## src/zpd_pkg.sv

```systemverilog
`default_nettype none
package zpd_pkg;

  localparam int MAX_ZONES   = 64;
  localparam int SMALL_ZONES = 16;
  localparam int POS_W       = $clog2(MAX_ZONES);
  localparam int CNT_W       = $clog2(MAX_ZONES + 1);
  localparam int STATUS_W    = 8;
  localparam int DIST_W      = 16;
  localparam int TIME_W      = 32;
  localparam int CFG_IDX_W   = 3;
  localparam int CFG_DATA_W  = 32;

  localparam logic [STATUS_W-1:0] STATUS_VALID_A = STATUS_W'(5);
  localparam logic [STATUS_W-1:0] STATUS_VALID_B = STATUS_W'(9);

  localparam logic [POS_W-1:0] LAST_LARGE = POS_W'(MAX_ZONES - 1);
  localparam logic [POS_W-1:0] LAST_SMALL = POS_W'(SMALL_ZONES - 1);

  localparam logic [DIST_W-1:0] DIST_FAR = '1;

  localparam logic [CFG_IDX_W-1:0] CFG_GRID_IS_LARGE = CFG_IDX_W'(0);
  localparam logic [CFG_IDX_W-1:0] CFG_WINDOW_LOW    = CFG_IDX_W'(1);
  localparam logic [CFG_IDX_W-1:0] CFG_WINDOW_HIGH   = CFG_IDX_W'(2);
  localparam logic [CFG_IDX_W-1:0] CFG_MIN_ZONES     = CFG_IDX_W'(3);
  localparam logic [CFG_IDX_W-1:0] CFG_OCCUPY_DELAY  = CFG_IDX_W'(4);
  localparam logic [CFG_IDX_W-1:0] CFG_VACATE_DELAY  = CFG_IDX_W'(5);

  localparam logic [DIST_W-1:0] RST_WINDOW_LOW   = DIST_W'(100);
  localparam logic [DIST_W-1:0] RST_WINDOW_HIGH  = DIST_W'(1200);
  localparam logic [CNT_W-1:0]  RST_MIN_ZONES    = CNT_W'(4);
  localparam logic [TIME_W-1:0] RST_OCCUPY_DELAY = TIME_W'(5000);
  localparam logic [TIME_W-1:0] RST_VACATE_DELAY = TIME_W'(60000);

  typedef struct packed {
    logic              grid_is_large;
    logic [DIST_W-1:0] window_low_mm;
    logic [DIST_W-1:0] window_high_mm;
    logic [CNT_W-1:0]  min_zones;
    logic [TIME_W-1:0] occupy_delay_ms;
    logic [TIME_W-1:0] vacate_delay_ms;
  } cfg_t;

  typedef struct packed {
    logic [STATUS_W-1:0] zone_status;
    logic [DIST_W-1:0]   zone_distance_mm;
    logic [TIME_W-1:0]   now_ms;
  } zone_item_t;

  typedef struct packed {
    logic              last;
    logic [CNT_W-1:0]  valid_cnt;
    logic [CNT_W-1:0]  in_window_cnt;
    logic [DIST_W-1:0] nearest;
  } frame_sum_t;

endpackage
`default_nettype wire

```

## src/zpd_cfg.sv

```systemverilog
`default_nettype none
module zpd_cfg (
  input  wire logic                             clk,
  input  wire logic                             rst_n,
  input  wire logic                             cfg_wr_en,
  input  wire logic [zpd_pkg::CFG_IDX_W-1:0]    cfg_index,
  input  wire logic [zpd_pkg::CFG_DATA_W-1:0]   cfg_wdata,
  output zpd_pkg::cfg_t                         cfg
);

  zpd_pkg::cfg_t cfg_r;

  always_ff @(posedge clk) begin
    if (!rst_n) begin
      cfg_r.grid_is_large   <= 1'b0;
      cfg_r.window_low_mm   <= zpd_pkg::RST_WINDOW_LOW;
      cfg_r.window_high_mm  <= zpd_pkg::RST_WINDOW_HIGH;
      cfg_r.min_zones       <= zpd_pkg::RST_MIN_ZONES;
      cfg_r.occupy_delay_ms <= zpd_pkg::RST_OCCUPY_DELAY;
      cfg_r.vacate_delay_ms <= zpd_pkg::RST_VACATE_DELAY;
    end else if (cfg_wr_en) begin
      unique case (cfg_index)
        zpd_pkg::CFG_GRID_IS_LARGE: cfg_r.grid_is_large   <= cfg_wdata[0];
        zpd_pkg::CFG_WINDOW_LOW:    cfg_r.window_low_mm   <= cfg_wdata[zpd_pkg::DIST_W-1:0];
        zpd_pkg::CFG_WINDOW_HIGH:   cfg_r.window_high_mm  <= cfg_wdata[zpd_pkg::DIST_W-1:0];
        zpd_pkg::CFG_MIN_ZONES:     cfg_r.min_zones       <= cfg_wdata[zpd_pkg::CNT_W-1:0];
        zpd_pkg::CFG_OCCUPY_DELAY:  cfg_r.occupy_delay_ms <= cfg_wdata[zpd_pkg::TIME_W-1:0];
        zpd_pkg::CFG_VACATE_DELAY:  cfg_r.vacate_delay_ms <= cfg_wdata[zpd_pkg::TIME_W-1:0];
        default: begin
        end
      endcase
    end
  end

  assign cfg = cfg_r;

endmodule
`default_nettype wire

```

## src/zpd_in_stage.sv

```systemverilog
`default_nettype none
module zpd_in_stage (
  input  wire logic                           clk,
  input  wire logic                           rst_n,
  input  wire logic                           in_valid,
  output logic                                in_stall,
  input  wire logic [zpd_pkg::STATUS_W-1:0]   in_zone_status,
  input  wire logic [zpd_pkg::DIST_W-1:0]     in_zone_distance_mm,
  input  wire logic [zpd_pkg::TIME_W-1:0]     in_now_ms,
  input  wire logic                           s1_go,
  output logic                                s1_valid,
  output zpd_pkg::zone_item_t                 s1_item
);

  logic                s1_valid_r;
  zpd_pkg::zone_item_t s1_item_r;
  logic                accept;

  assign in_stall = s1_valid_r && !s1_go;
  assign accept   = in_valid && !in_stall;

  always_ff @(posedge clk) begin
    if (!rst_n) begin
      s1_valid_r <= 1'b0;
    end else if (accept) begin
      s1_valid_r <= 1'b1;
    end else if (s1_go) begin
      s1_valid_r <= 1'b0;
    end
  end

  always_ff @(posedge clk) begin
    if (accept) begin
      s1_item_r.zone_status      <= in_zone_status;
      s1_item_r.zone_distance_mm <= in_zone_distance_mm;
      s1_item_r.now_ms           <= in_now_ms;
    end
  end

  assign s1_valid = s1_valid_r;
  assign s1_item  = s1_item_r;

endmodule
`default_nettype wire

```

## src/zpd_frame.sv

```systemverilog
`default_nettype none
module zpd_frame (
  input  wire logic          clk,
  input  wire logic          rst_n,
  input  wire zpd_pkg::cfg_t cfg,
  input  wire zpd_pkg::zone_item_t s1_item,
  input  wire logic          s1_go,
  output zpd_pkg::frame_sum_t sum
);

  logic [zpd_pkg::POS_W-1:0]  pos_r;
  logic [zpd_pkg::DIST_W-1:0] nearest_r;
  logic [zpd_pkg::CNT_W-1:0]  valid_cnt_r;
  logic [zpd_pkg::CNT_W-1:0]  in_win_cnt_r;

  logic [zpd_pkg::POS_W-1:0]  last_pos;
  logic                       zone_ok;
  logic                       in_window;
  logic [zpd_pkg::DIST_W-1:0] nearest_nxt;
  logic [zpd_pkg::CNT_W-1:0]  valid_cnt_nxt;
  logic [zpd_pkg::CNT_W-1:0]  in_win_cnt_nxt;
  logic                       is_last;

  assign last_pos = cfg.grid_is_large ? zpd_pkg::LAST_LARGE : zpd_pkg::LAST_SMALL;
  assign is_last  = !(pos_r < last_pos);

  assign zone_ok = (s1_item.zone_status == zpd_pkg::STATUS_VALID_A) ||
                   (s1_item.zone_status == zpd_pkg::STATUS_VALID_B);
  assign in_window = (s1_item.zone_distance_mm >= cfg.window_low_mm) &&
                     (s1_item.zone_distance_mm <= cfg.window_high_mm);

  always_comb begin
    nearest_nxt    = nearest_r;
    valid_cnt_nxt  = valid_cnt_r;
    in_win_cnt_nxt = in_win_cnt_r;
    if (zone_ok) begin
      valid_cnt_nxt = valid_cnt_r + zpd_pkg::CNT_W'(1);
      if (s1_item.zone_distance_mm < nearest_r) begin
        nearest_nxt = s1_item.zone_distance_mm;
      end
      if (in_window) begin
        in_win_cnt_nxt = in_win_cnt_r + zpd_pkg::CNT_W'(1);
      end
    end
  end

  always_ff @(posedge clk) begin
    if (!rst_n) begin
      pos_r        <= '0;
      nearest_r    <= zpd_pkg::DIST_FAR;
      valid_cnt_r  <= '0;
      in_win_cnt_r <= '0;
    end else if (s1_go) begin
      if (is_last) begin
        pos_r        <= '0;
        nearest_r    <= zpd_pkg::DIST_FAR;
        valid_cnt_r  <= '0;
        in_win_cnt_r <= '0;
      end else begin
        pos_r        <= pos_r + zpd_pkg::POS_W'(1);
        nearest_r    <= nearest_nxt;
        valid_cnt_r  <= valid_cnt_nxt;
        in_win_cnt_r <= in_win_cnt_nxt;
      end
    end
  end

  assign sum.last          = is_last;
  assign sum.valid_cnt     = valid_cnt_nxt;
  assign sum.in_window_cnt = in_win_cnt_nxt;
  assign sum.nearest       = nearest_nxt;

endmodule
`default_nettype wire

```

## src/zpd_debounce.sv

```systemverilog
`default_nettype none
module zpd_debounce (
  input  wire logic                        clk,
  input  wire logic                        rst_n,
  input  wire zpd_pkg::cfg_t               cfg,
  input  wire zpd_pkg::frame_sum_t         sum,
  input  wire logic [zpd_pkg::TIME_W-1:0]  now_ms,
  input  wire logic                        frame_done,
  output logic                             out_free,
  output logic                             out_valid,
  input  wire logic                        out_stall,
  output logic                             out_occupied,
  output logic                             out_changed,
  output logic                             out_presence,
  output logic [zpd_pkg::DIST_W-1:0]       out_nearest_mm,
  output logic [zpd_pkg::CNT_W-1:0]        out_in_window_zones,
  output logic [zpd_pkg::CNT_W-1:0]        out_valid_zones
);

  logic                       occ_r;
  logic [zpd_pkg::TIME_W-1:0] pres_start_r;
  logic [zpd_pkg::TIME_W-1:0] abs_start_r;
  logic [zpd_pkg::DIST_W-1:0] rep_dist_r;

  logic                       out_valid_r;
  logic                       out_occ_r;
  logic                       out_chg_r;
  logic                       out_pres_r;
  logic [zpd_pkg::DIST_W-1:0] out_dist_r;
  logic [zpd_pkg::CNT_W-1:0]  out_inwin_r;
  logic [zpd_pkg::CNT_W-1:0]  out_vcnt_r;

  logic                       presence;
  logic [zpd_pkg::TIME_W-1:0] start_cur;
  logic [zpd_pkg::TIME_W-1:0] start_eff;
  logic [zpd_pkg::TIME_W-1:0] elapsed;
  logic [zpd_pkg::TIME_W-1:0] delay;
  logic                       flip;
  logic                       occ_nxt;
  logic [zpd_pkg::DIST_W-1:0] rep_dist_nxt;

  assign out_free = !out_valid_r || !out_stall;

  assign presence  = sum.in_window_cnt >= cfg.min_zones;
  assign start_cur = presence ? pres_start_r : abs_start_r;
  assign start_eff = (start_cur == '0) ? now_ms : start_cur;
  assign elapsed   = now_ms - start_eff;
  assign delay     = presence ? cfg.occupy_delay_ms : cfg.vacate_delay_ms;
  // presence can only set, absence can only clear
  assign flip      = (presence != occ_r) && (elapsed >= delay);
  assign occ_nxt   = flip ? presence : occ_r;
  assign rep_dist_nxt = (sum.valid_cnt != '0) ? sum.nearest : rep_dist_r;

  always_ff @(posedge clk) begin
    if (!rst_n) begin
      occ_r        <= 1'b0;
      pres_start_r <= '0;
      abs_start_r  <= '0;
      rep_dist_r   <= '0;
    end else if (frame_done) begin
      occ_r      <= occ_nxt;
      rep_dist_r <= rep_dist_nxt;
      if (presence) begin
        abs_start_r  <= '0;
        pres_start_r <= start_eff;
      end else begin
        pres_start_r <= '0;
        abs_start_r  <= start_eff;
      end
    end
  end

  always_ff @(posedge clk) begin
    if (!rst_n) begin
      out_valid_r <= 1'b0;
    end else if (frame_done) begin
      out_valid_r <= 1'b1;
    end else if (!out_stall) begin
      out_valid_r <= 1'b0;
    end
  end

  always_ff @(posedge clk) begin
    if (frame_done) begin
      out_occ_r   <= occ_nxt;
      out_chg_r   <= flip;
      out_pres_r  <= presence;
      out_dist_r  <= rep_dist_nxt;
      out_inwin_r <= sum.in_window_cnt;
      out_vcnt_r  <= sum.valid_cnt;
    end
  end

  assign out_valid           = out_valid_r;
  assign out_occupied        = out_occ_r;
  assign out_changed         = out_chg_r;
  assign out_presence        = out_pres_r;
  assign out_nearest_mm      = out_dist_r;
  assign out_in_window_zones = out_inwin_r;
  assign out_valid_zones     = out_vcnt_r;

endmodule
`default_nettype wire

```

## src/zone_presence_debouncer_top.sv

```systemverilog
`default_nettype none
// Zone presence debouncer. Takes one zone reading per item, 16 or 64 zones
// per frame as set by grid_is_large, and emits one result on the last zone
// of each frame: raw presence (in-window valid zones >= min_zones), the
// debounced occupied flag, a changed flag, the nearest valid distance and
// the zone counts. Throughput is one item per clock while no last zone
// waits for room in the output register; an item passes an input register
// and the frame counters; a frame result enters the output register on the
// same edge as its last zone leaves the input register. The user must write
// configuration only while no item is in flight; it is not enforced.
module zone_presence_debouncer_top (
  input  wire logic                            clk,
  input  wire logic                            rst_n,
  input  wire logic                            cfg_wr_en,
  input  wire logic [zpd_pkg::CFG_IDX_W-1:0]   cfg_index,
  input  wire logic [zpd_pkg::CFG_DATA_W-1:0]  cfg_wdata,
  input  wire logic                            in_valid,
  output logic                                 in_stall,
  input  wire logic [zpd_pkg::STATUS_W-1:0]    in_zone_status,
  input  wire logic [zpd_pkg::DIST_W-1:0]      in_zone_distance_mm,
  input  wire logic [zpd_pkg::TIME_W-1:0]      in_now_ms,
  output logic                                 out_valid,
  input  wire logic                            out_stall,
  output logic                                 out_occupied,
  output logic                                 out_changed,
  output logic                                 out_presence,
  output logic [zpd_pkg::DIST_W-1:0]           out_nearest_mm,
  output logic [zpd_pkg::CNT_W-1:0]            out_in_window_zones,
  output logic [zpd_pkg::CNT_W-1:0]            out_valid_zones
);

  zpd_pkg::cfg_t       cfg;
  zpd_pkg::zone_item_t s1_item;
  zpd_pkg::frame_sum_t sum;
  logic                s1_valid;
  logic                s1_go;
  logic                out_free;
  logic                frame_done;

  // a last zone waits for room in the output register
  assign s1_go      = s1_valid && (!sum.last || out_free);
  assign frame_done = s1_go && sum.last;

  zpd_cfg u_cfg (
    .clk       (clk),
    .rst_n     (rst_n),
    .cfg_wr_en (cfg_wr_en),
    .cfg_index (cfg_index),
    .cfg_wdata (cfg_wdata),
    .cfg       (cfg)
  );

  zpd_in_stage u_in (
    .clk                 (clk),
    .rst_n               (rst_n),
    .in_valid            (in_valid),
    .in_stall            (in_stall),
    .in_zone_status      (in_zone_status),
    .in_zone_distance_mm (in_zone_distance_mm),
    .in_now_ms           (in_now_ms),
    .s1_go               (s1_go),
    .s1_valid            (s1_valid),
    .s1_item             (s1_item)
  );

  zpd_frame u_frame (
    .clk     (clk),
    .rst_n   (rst_n),
    .cfg     (cfg),
    .s1_item (s1_item),
    .s1_go   (s1_go),
    .sum     (sum)
  );

  zpd_debounce u_deb (
    .clk                 (clk),
    .rst_n               (rst_n),
    .cfg                 (cfg),
    .sum                 (sum),
    .now_ms              (s1_item.now_ms),
    .frame_done          (frame_done),
    .out_free            (out_free),
    .out_valid           (out_valid),
    .out_stall           (out_stall),
    .out_occupied        (out_occupied),
    .out_changed         (out_changed),
    .out_presence        (out_presence),
    .out_nearest_mm      (out_nearest_mm),
    .out_in_window_zones (out_in_window_zones),
    .out_valid_zones     (out_valid_zones)
  );

endmodule
`default_nettype wire

```

## config.mk

```make
export PLATFORM = sky130hd
export DESIGN_NAME = zone_presence_debouncer_top
export DESIGN_NICKNAME = d
export VERILOG_FILES = /design/src/zpd_pkg.sv /design/src/zpd_cfg.sv /design/src/zpd_in_stage.sv /design/src/zpd_frame.sv /design/src/zpd_debounce.sv /design/src/zone_presence_debouncer_top.sv
export SDC_FILE = /design/constraint.sdc
export NUM_CORES = 1
export LEC_CHECK = 0
export ABC_AREA = 1
export BUFFER_PORTS_ARGS = -buffer_cell sky130_fd_sc_hd__buf_2
export CAP_MARGIN = 20
export CORE_MARGIN = 3
export CORE_UTILIZATION = 30
export DETAILED_ROUTE_END_ITERATION = 10
export PLACE_DENSITY = 0.51
export SLEW_MARGIN = 25
export SYNTH_ARGS = -nofsm -noshare
export SYNTH_HDL_FRONTEND = slang
export SYNTH_SLANG_ARGS = --single-unit
```

## constraint.sdc

```tcl
create_clock -name clk -period 10 [get_ports clk]
set_input_delay 0.5 -clock clk [delete_from_list [all_inputs] [get_ports clk]]
set_output_delay 0.5 -clock clk [all_outputs]
set_load 0.02 [all_outputs]
```

* Word-level counts from Yosys, hierarchy flattened *
Index checks and enable logic that the tools add are counted.

storage, ports and cells
  flip-flop bits (word level) = 312
  input bits = 96
  output and inout bits = 35

cells by class
  $add $sub $neg = 4
  $lt $le $gt $ge = 6
  equality and inequality tests = 9
  muxes and demuxes = 21
  reduce and logical (&&, ||, !) cells = 24

operator list
  operator             number
  $mux 32              5
  $mux 16              4
  $mux 7               5
  $ge 32x32->1         1
  $logic_not 32->1     1
  $sub 32x32->32       1
  $ge 16x16->1         1
  $le 16x16->1         1
  $lt 16x16->1         1
  $add 7x1->7 const B  2
  $mux 6               2
  $reduce_and 2->1     6
  $eq 8x3->1 const B   1
  $eq 8x4->1 const B   1
  $ge 7x7->1           1
  $reduce_bool 7->1    1
  $add 6x1->6 const B  1
  $eq 3x2->1 const B   2
  $eq 3x3->1 const B   2
  $logic_and 1x1->1    6
  $lt 6x6->1           1
  $logic_not 1->1      5
  $mux 1               5
  $eq 3x1->1 const B   1
  other kinds (5)      7

* Depth between registers and ports, before layout *
Gate-level depths: netlist of run 1.

  depth in word-level cells = 12
  depth in mapped cells = 54
  mapped depth without buffers = 52

* Cells and area by module *
From an unflattened synthesis of run 1, not the netlist that was laid out.

second synthesis, totals
  cells, all modules = 2,349
  area, all modules = 17,551.8 sq um

by module, submodules not included
  module                       times used  cells an instance  area an instance (sq um)  sequential area each (sq um)
  zpd_debounce                 1           1,187              8,359.3                   2,632.5
  zpd_cfg                      1           593                4,139.0                   2,082.0
  zpd_frame                    1           500                3,296.9                   720.7
  zpd_in_stage                 1           64                 1,731.7                   1,701.6
  zone_presence_debouncer_top  1           5                  25.0                      0.0

* Worst setup path before layout of run 1 *
Ideal clock, no wire load.

  path type = register to register
  start point = reg u_in.s1_item_r (netlist bit u_in.s1_item[37])
  end point = reg u_deb.occ_r
  arrival time = 6,880 ps
  required time = 9,941 ps
  setup slack = 3,061 ps
  stages on the path, launching flop included = 45
  cell sequence = edfxtp_1 > ha_1 > a21oi_1 > nor2_1 > nor3_1 > nand2_1 > nand2_1 > nand2_1 > a21oi_1 > nand4_1 > and2_1 > ha_1 > nand2_2 > inv_2 > a21oi_4 > nand3_2 > buf_2 > nand2_1 > [... 9 more ...] > ha_1 > fa_1 > o21ai_0 > a21oi_1 > o21ai_0 > a21boi_0 > o21ai_0 > a21oi_1 > xor2_1 > ha_1 > nand4_1 > nor4_1 > nand4_1 > nand3_1 > nor2_1 > a21oi_1 > nand2_1 > nand2_1

RTL lines
  element                 RTL line            text
  start: declaration      zpd_in_stage.sv:16  zpd_pkg::zone_item_t s1_item_r;
  end signal: assignment  zpd_debounce.sv:61  occ_r <= occ_nxt;
  end: declaration        zpd_debounce.sv:20  logic occ_r;

==> results_dict.tcl, run 1 <==
set metrics [dict create \
    status "complete, no violations" \
    cts_max_level 2 \
    synth_flop_cell "dfxtp_1" \
    rows 86 \
    clock_skew_ps 32.3 \
    grt_setup_unrepaired "no" \
    fill_cells 5842 \
    drtIter0Drc 977 \
    drc_errors 0 \
    cp.arrival_ps 9710 \
    reg2reg_depth 44 \
    multi_input_area_sq_um 8330 \
    synth_fp_nets 2386 \
    p_int_mw 2.56 \
    power_frac_clock 0.440 \
    drive_gt1_frac 0.115 \
    path_common_cell "nand2_1" \
    syn_to_final_growth_pct 17.4 \
    die_w_um 243 \
    synthCells 2167 \
    max_freq_ghz 0.109 \
    hold_path_class "primary input to register" \
    clock_sinks 312 \
    core_sq_um 55300 \
    grt_use_total 0.161 \
    ff_latch_area_sq_um 7140 \
    insertion_delay_ps 590 \
    yosysUniqueCellTypes 47 \
    hpwl_mm 35.5 \
    synth_top_cell_area_share 0.265 \
    critPathKind "register to register" \
    hold_buffers 0 \
    cts-buffers-inserted 41 \
    swShare 0.294 \
    pwr-share-comb 0.185 \
    hold_viol 0 \
    worst_pin_slew_ps 847 \
    finalSetupViolCount 0 \
    grt_overflow 0 \
    fin_crit_ps 9210 \
    grt_pass1_wl_mm 76.3 \
    post_cts_buffers 0 \
    cts_resized 0 \
    leakagePower_nw 9.50 \
    die_h_um 243 \
    cts.clk_slew.worst_paths_ps 60 \
    cts_tree "done" \
    worstPathRequired_ps 10510 \
    first_pass_iters 5 \
    start_util 0.304 \
    grt_start_max_net_pins 92 \
    antenna_left 0 \
    post-place-ws_ps 1060 \
    syn_area_sq_um 16800 \
    grt_antenna_before_repair 3 \
    avgSynthCellArea_sq_um 7.76 \
    final_nets 2505 \
    dieArea_sq_um 59000 \
    clk_path_buf_depth 3 \
    seq_area_frac_synth 0.424 \
    synthTopCellsByArea "dfxtp_1 27%, edfxtp_1 16%, nand2_1 11%, ha_1 9.1%, inv_1 6.2%" \
    yosys.area.top_type "dfxtp_1" \
    gp_congestion 0.894 \
    yosys_warnings 0 \
    pwr_density_cell_nw_per_um2 183 \
    ys_seq_elements 312 \
    setup_ws_ps 793 \
    slew_headroom 0.435 \
    synth_edf_count 89 \
    grt_pass1_vias 13617 \
    peakVddDrop_mv 0.126 \
    totalPowerFinal_mw 3.62 \
    ios 131 \
    maxCapViolations 0 \
    viasPerCell 4.69 \
    critical_path.max_stage_delay_ps 560 \
    slowest_stage "nor4_1" \
    routed_wl_mm 48.7 \
    async_reset_ff_frac 0 \
    min_path_cells 1 \
    worst_setup_path_end_kind "register" \
    clockRootBuffer "clkbuf_16" \
    slew_violations 0 \
    fin_crit_sh 0.921 \
    fin_tns_setup_ps 0 \
    cp_max_fo 42 \
    vias 14397 \
    wl_per_cell_um 15.9 \
    power.switching_mw 1.06 \
    port_buffers 130 \
    start_kind "register" \
    p_seq_frac 0.374 \
]
==> power by group through the flow <==
stage,clock (mW),combinational (mW),sequential [mW]
2_1_floorplan,0,0.474,1.37
6_report,1.60,0.671,1.36
3_5_place_dp,0,0.672,1.38
5_1_grt,1.69,0.768,1.36
3_3_place_gp,0,0.661,1.38
4_1_cts,1.64,0.676,1.36
==> cells in the mapped netlist (16+ instances only) <==
cell type	instances
o21ai_0	156
nand2_1	475
nor3_1	21
and2_1	19
dfxtp_1	223
ha_1	122
nand3_1	79
mux2i_1	31
nor2_2	29
inv_1	279
xor2_1	25
a21oi_1	148
o21bai_1	55
nand4_1	36
edfxtp_1	89
clkbuf_1	57
nand3b_1	16
nor2_1	198
o21ai_1	19
==> through the flow <==
| step | instances | util | cell area (sq um) | hold WS [ps] |
|---|---|---|---|---|
| after global routing | 3068 | 0.357 | 19800 | 56.6 |
| after global placement | 2991 | 0.330 | 18300 | 438 |
| final | 3069 | 0.357 | 19800 | 88.1 |
| after floorplan | 2167 | - | 16800 | 426 |
| after detailed placement | 2991 | 0.330 | 18300 | 439 |
| after CTS | 3066 | 0.357 | 19700 | 42.0 |
==> cells in the final DEF, fill, tap and decap left out, types with 43 or more instances in the layout <==
cell and instances:
a21oi_1 148, buf_2 130, nand3_1 79, nor2_1 196, edfxtp_1 89, inv_1 277
o21ai_0 156, nand2_1 474, o21bai_1 55, dfxtp_1 223, ha_1 122, clkbuf_16 43
==> sequential cells by signal (all words and copies together) (netlist names) <==
name                       count
u_deb.pres_start_r            32
u_frame.pos_r                  6
u_deb.occ_r                    1
u_deb.rep_dist_r              16
u_deb.out_in_window_zones      7
u_frame.in_win_cnt_r           7
u_deb.out_occupied             1
u_cfg.cfg                    104
u_frame.nearest_r             16
u_in.s1_item                  56
u_deb.abs_start_r             32
u_deb.out_nearest_mm          16
u_in.s1_valid                  1
u_deb.out_valid_zones          7
u_deb.out_changed              1
u_frame.valid_cnt_r            7
u_deb.out_valid                1
u_deb.out_presence             1
==> area by class of cell <==
type | instances | area share
multi-input combinational | 1497 | 0.422
sequential | 312 | 0.361
clock buffer | 54 | 0.0586
inverter | 283 | 0.0538
tap | 748 | 0.0474
timing repair buffer | 151 | 0.0409
clock inverter | 21 | 0.0159
antenna | 3 | 0.000380
==> cell families after synthesis <==
family | after synthesis | share of synthesized area
mux | 31 | 0.0184
xor+xnor | 39 | 0.0203
fa+ha+maj | 123 | 0.0919
flops | 312 | 0.424
compound gates | 414 | 0.137
buf+inv | 358 | 0.0817
simple gates | 890 | 0.226
==> worst max-delay path, delay by kind of cell, from the launching register on <==
kind / cells / cell delay (ps)
DFF: 1 / 470
xor gates and xnor gates: 1 / 190
adders and majority gates: 4 / 1370
and+or+nand+nor: 29 / 4390
AOI/OAI and AO/OA: 6 / 1580
buffers and inverters: 4 / 1060
==> worst paths after layout <==
kind                     startpoint                    end  slack [ps]
max reg2reg        u_in.s1_item[41]            u_deb.occ_r         790
max                u_in.s1_item[41]            u_deb.occ_r         790
min          in_zone_distance_mm[0]       u_in.s1_item[32]          90
min reg2reg   u_deb.abs_start_r[11]  u_deb.abs_start_r[11]         450
==> per-layer routing <==
metal | track usage | wire length, um
met5 | 0 | 0
met4 | 0.0527 | 1260
met3 | 0.0272 | 2160
met2 | 0.261 | 22300
met1 | 0.218 | 23000
(Power assumes the default switching activity.)
==> run 2, diff against run 1 <==
- PLACE_DENSITY: 0.51 -> default
- PLACE_DENSITY_LB_ADDON: default -> 0.25
- REMOVE_ABC_BUFFERS: default -> 1
==> results_dict.tcl, run 2 (synthesized netlist as in run 1, its figures left out) <==
set metrics [dict create \
    clock_skew_ps 28.9 \
    hold_viol 0 \
    largest_reg_flops 104 \
    path_common_cell "nand2_1" \
    place_area_sq_um 18300 \
    pwr_density_cell_nw_per_um2 174 \
    status "complete, no violations" \
    max_freq_ghz 0.110 \
    final_common_cell "nand2_1" \
    clock_sinks 312 \
    cts_max_level 2 \
    cts.clk_slew.worst_paths_ps 60 \
    routed_wl_mm 46.6 \
    die_h_um 243 \
    start_kind "register" \
    critPathKind "register to register" \
    peakVddDrop_mv 0.116 \
    clk_path_buf_depth 3 \
    die_w_um 243 \
    finalSetupViolCount 0 \
    core_sq_um 55300 \
    ios 131 \
    fill_cells 5805 \
    rows 86 \
    grt_pass1_wl_mm 74.0 \
    grt_start_max_net_pins 92 \
    fin_tns_setup_ps 0 \
    final_nets 2498 \
    dp.cells 2986 \
    dieArea_sq_um 59000 \
    setup_ws_ps 945 \
    totalPowerFinal_mw 3.40 \
    stdcell_count 3063 \
    cp_max_fo 25 \
    fin_crit_sh 0.905 \
    antenna_left 0 \
    drtIter0Drc 930 \
    slew_violations 0 \
    fin_crit_ps 9050 \
    vias 14387 \
    wl_per_cell_um 15.2 \
    timing.hold.ws_ps 105 \
    grt_overflow 0 \
    slew_headroom 0.408 \
    grt_use_total 0.155 \
    worstPathRequired_ps 10490 \
    leakagePower_nw 9.39 \
    port_buffers 130 \
    final_core_util 0.353 \
    viasPerCell 4.70 \
    slowest_stage "edfxtp_1" \
    cp.arrival_ps 9540 \
    post_cts_buffers 0 \
    maxCapViolations 0 \
    grt_pass1_vias 13745 \
    hpwl_mm 33.2 \
    final_area_sq_um 19500 \
    hold_path_class "primary input to register" \
    start_util 0.304 \
    first_pass_iters 5 \
    syn_to_final_growth_pct 16.2 \
    most-common-layout-cells "473 x nand2_1, 276 x inv_1, 223 x dfxtp_1, 197 x nor2_1, 155 x o21ai_0" \
    critical_path.max_stage_delay_ps 460 \
    worst_setup_path_end_kind "register" \
    cts_tree "done" \
    grt_setup_unrepaired "no" \
    insertion_delay_ps 570 \
    drive_gt1_frac 0.110 \
    post-place-ws_ps 514 \
    clockRootBuffer "clkbuf_16" \
    gp_congestion 0.894 \
    grt_antenna_before_repair 10 \
    drc_errors 0 \
    worst_pin_slew_ps 886 \
    cts-buffers-inserted 38 \
]
[run 2: cell types whose count changed in the layout (fill, tap and decap cells not counted), moves of 2 or more]
| cell | previous run | this run |
|---|---|---|
| buf_4 | 21 | 15 |
| clkbuf_1 | 7 | 13 |
| clkbuf_16 | 43 | 38 |
| bufinv_16 | 6 | 3 |
| diode_2 | 3 | 6 |
| inv_16 | 3 | 0 |
| clkinv_8 | 0 | 2 |
[run 2: power breakdown]
| part | internal, mW | total (mW) | switching [mW] |
|---|---|---|---|
| clock network | 0.816 | 1.39 | 0.578 |
| registers | 1.33 | 1.35 | 0.0200 |
| logic | 0.238 | 0.656 | 0.418 |
[run 2: cell type report]
type,count,area [sq um],share of cell area
well taps,748,936,0.0479
clock buffers,55,1050,0.0536
inverters,283,1060,0.0543
repair buffers,146,783,0.0401
diodes,6,15.0,0.000768
multi-input cells,1498,8360,0.428
clock inverters,15,201,0.0103
flip-flops and latches,312,7140,0.365
[run 2: what timing repair did]
action,in CTS,in global routing
hold buffers,0,0
endpoints found under the setup margin,0,3
resized for setup,0,5
[run 2: path summary, 6_finish.rpt]
path / startpoint / end / slack (ps) / cells after the start
setup / recovery: u_in.s1_item[46] / u_deb.occ_r / 950 / 44
hold / removal: in_now_ms[26] / u_in.s1_item[26] / 100 / 1
setup reg to reg: u_in.s1_item[46] / u_deb.occ_r / 950 / 44
hold reg to reg: u_deb.abs_start_r[19] / u_deb.abs_start_r[19] / 450 / 2
[run 2: worst max-delay path, delay by kind of cell (launching register included)]
family | cells | cell delay, ps
fa+ha+maj | 5 | 1590
compound gates | 11 | 2560
xor+xnor | 1 | 170
flops | 1 | 460
buf+inv | 3 | 470
simple gates | 24 | 3720
[run 2: layer usage]
layer	global-route usage	routed length [um]	up-vias
li1	-	-	7352
met3	0.0336	2610	72
met4	0.0436	1050	0
met2	0.248	20700	320
met5	0	0	-
met1	0.211	22200	6643
==> run 3, diff against run 2 <==
- CTS_CLUSTER_SIZE: default -> 30
- PLACE_DENSITY_LB_ADDON: 0.25 -> 0.15
==> results_dict.tcl, run 3 (synthesized netlist as in run 1, its figures left out) <==
set metrics [dict create \
    status "complete, no violations" \
    core_sq_um 55300 \
    min_path_cells 1 \
    cts-buffers-inserted 39 \
    peakVddDrop_mv 0.105 \
    fill_cells 5873 \
    final_area_sq_um 19600 \
    multi_input_area_sq_um 8340 \
    grt_pass1_wl_mm 74.9 \
    hold_buffers 0 \
    routed_wl_mm 47.2 \
    slowest_stage "a21boi_0" \
    pwr_density_cell_nw_per_um2 172 \
    cts_max_level 2 \
    cp_num_cells 46 \
    clk_path_buf_depth 3 \
    fin_crit_ps 9130 \
    drive_gt1_frac 0.113 \
    grt_antenna_before_repair 6 \
    grt_use_total 0.158 \
    reg2reg_depth 46 \
    first_pass_iters 5 \
    hold_viol 0 \
    maxCapViolations 0 \
    grt_setup_unrepaired "no" \
    hpwl_mm 34.0 \
    cts.clk_slew.worst_paths_ps 60 \
    die_h_um 243 \
    vias 14214 \
    fin_crit_sh 0.913 \
    dieArea_sq_um 59000 \
    critical_path.max_stage_delay_ps 500 \
    grt_overflow 0 \
    r2r_setup_slack_ps 870 \
    grt_pass1_vias 13617 \
    viasPerCell 4.63 \
    finalSetupViolCount 0 \
    cp.arrival_ps 9630 \
    clock_skew_ps 20.1 \
    path_common_cell "nand2_1" \
    fin_tns_setup_ps 0 \
    max_freq_ghz 0.109 \
    largest_reg_flops 104 \
    critPathKind "register to register" \
    start_util 0.304 \
    cp_max_fo 24 \
    final_nets 2506 \
    drtIter0Drc 913 \
    crit_family "simple AND/OR/NAND/NOR gates" \
    slew_violations 0 \
    place_area_sq_um 18300 \
    ff_latch_area_sq_um 7140 \
    leakagePower_nw 9.40 \
    cts_tree "done" \
    post_cts_buffers 0 \
    start_kind "register" \
    gp_congestion 0.832 \
    clockRootBuffer "clkbuf_16" \
    insertion_delay_ps 560 \
    antenna_left 0 \
    most-common-layout-cells "473 x nand2_1, 278 x inv_1, 223 x dfxtp_1, 197 x nor2_1, 154 x o21ai_0" \
    slew_headroom 0.395 \
    ios 131 \
    drc_errors 0 \
    worstPathRequired_ps 10500 \
    crit_buf_inv 5 \
    wl_per_cell_um 15.4 \
    worst_pin_slew_ps 905 \
    grt_start_max_net_pins 69 \
    clock_sinks 312 \
    hold_path_class "primary input to register" \
    final_common_cell "nand2_1" \
    port_buffers 130 \
    rows 86 \
    syn_to_final_growth_pct 16.2 \
    die_w_um 243 \
    worst_setup_path_end_kind "register" \
]
==> run 3: cell count changes in the layout (fill, tap and decap cells not counted), sizes merged <==
| cell | delta |
|---|---|
| nand3 | -1 |
| clkinv | -3 |
| clkinvlp | +1 |
| buf | +8 |
| diode | -1 |
| inv | +1 |
| bufinv | -3 |
| clkbuf | +6 |
==> run 3: worst reg2reg max path: cells and delay by family, from the launching register on <==
family	cells	cell delay [ps]
buf+inv	5	1040
simple gates	27	3820
xor+xnor	1	240
flops	1	440
compound gates	9	2260
fa+ha+maj	4	1310
==> run 3: worst paths after layout <==
kind | from | to
setup / recovery | u_in.s1_item[47] | u_deb.occ_r
hold / removal | in_zone_status[3] | u_in.s1_item[51]
setup reg to reg | u_in.s1_item[47] | u_deb.occ_r
hold reg to reg | u_deb.abs_start_r[1] | u_deb.abs_start_r[1]
==> run 3: per-layer routing <==
layer | part of all wire | up-vias | global-route usage
li1 | - | 7377 | -
met2 | 0.45 | 284 | 0.255
met4 | 0.016 | 0 | 0.0359
met1 | 0.49 | 6503 | 0.218
met5 | 0 | - | 0
met3 | 0.048 | 50 | 0.0300
==> run 3: area by class of cell <==
| cell class | instances | share of cell area |
|---|---|---|
| multi-input combinational | 1497 | 0.426 |
| sequential | 312 | 0.365 |
| clock buffer | 61 | 0.0582 |
| inverter | 283 | 0.0543 |
| tap | 748 | 0.0479 |
| timing repair buffer | 154 | 0.0425 |
| clock inverter | 11 | 0.00512 |
| antenna | 5 | 0.000640 |
==> run 3: metrics by stage <==
stage | instances | total power [mW] | utilization | setup WS (ps) | hold WS [ps]
2_1_floorplan | 2092 | 1.84 | - | 850 | 426
3_3_place_gp | 2994 | 2.03 | 0.331 | 815 | 438
3_5_place_dp | 2994 | 2.04 | 0.331 | 565 | 439
4_1_cts | 3066 | 3.43 | 0.353 | 521 | 80.4
5_1_grt | 3067 | 3.58 | 0.353 | 104 | 86.2
6_report | 3071 | 3.37 | 0.354 | 865 | 123
==> run 3: what timing repair did <==
item | CTS | global route
resized for setup | 0 | 3
endpoints found under the setup margin | 0 | 3
hold endpoints to repair | 0 | 0
==> run 3: power by group <==
group / internal [mW] / switching, mW
clock network: 0.790 / 0.568
registers: 1.33 / 0.0196
logic: 0.237 / 0.420
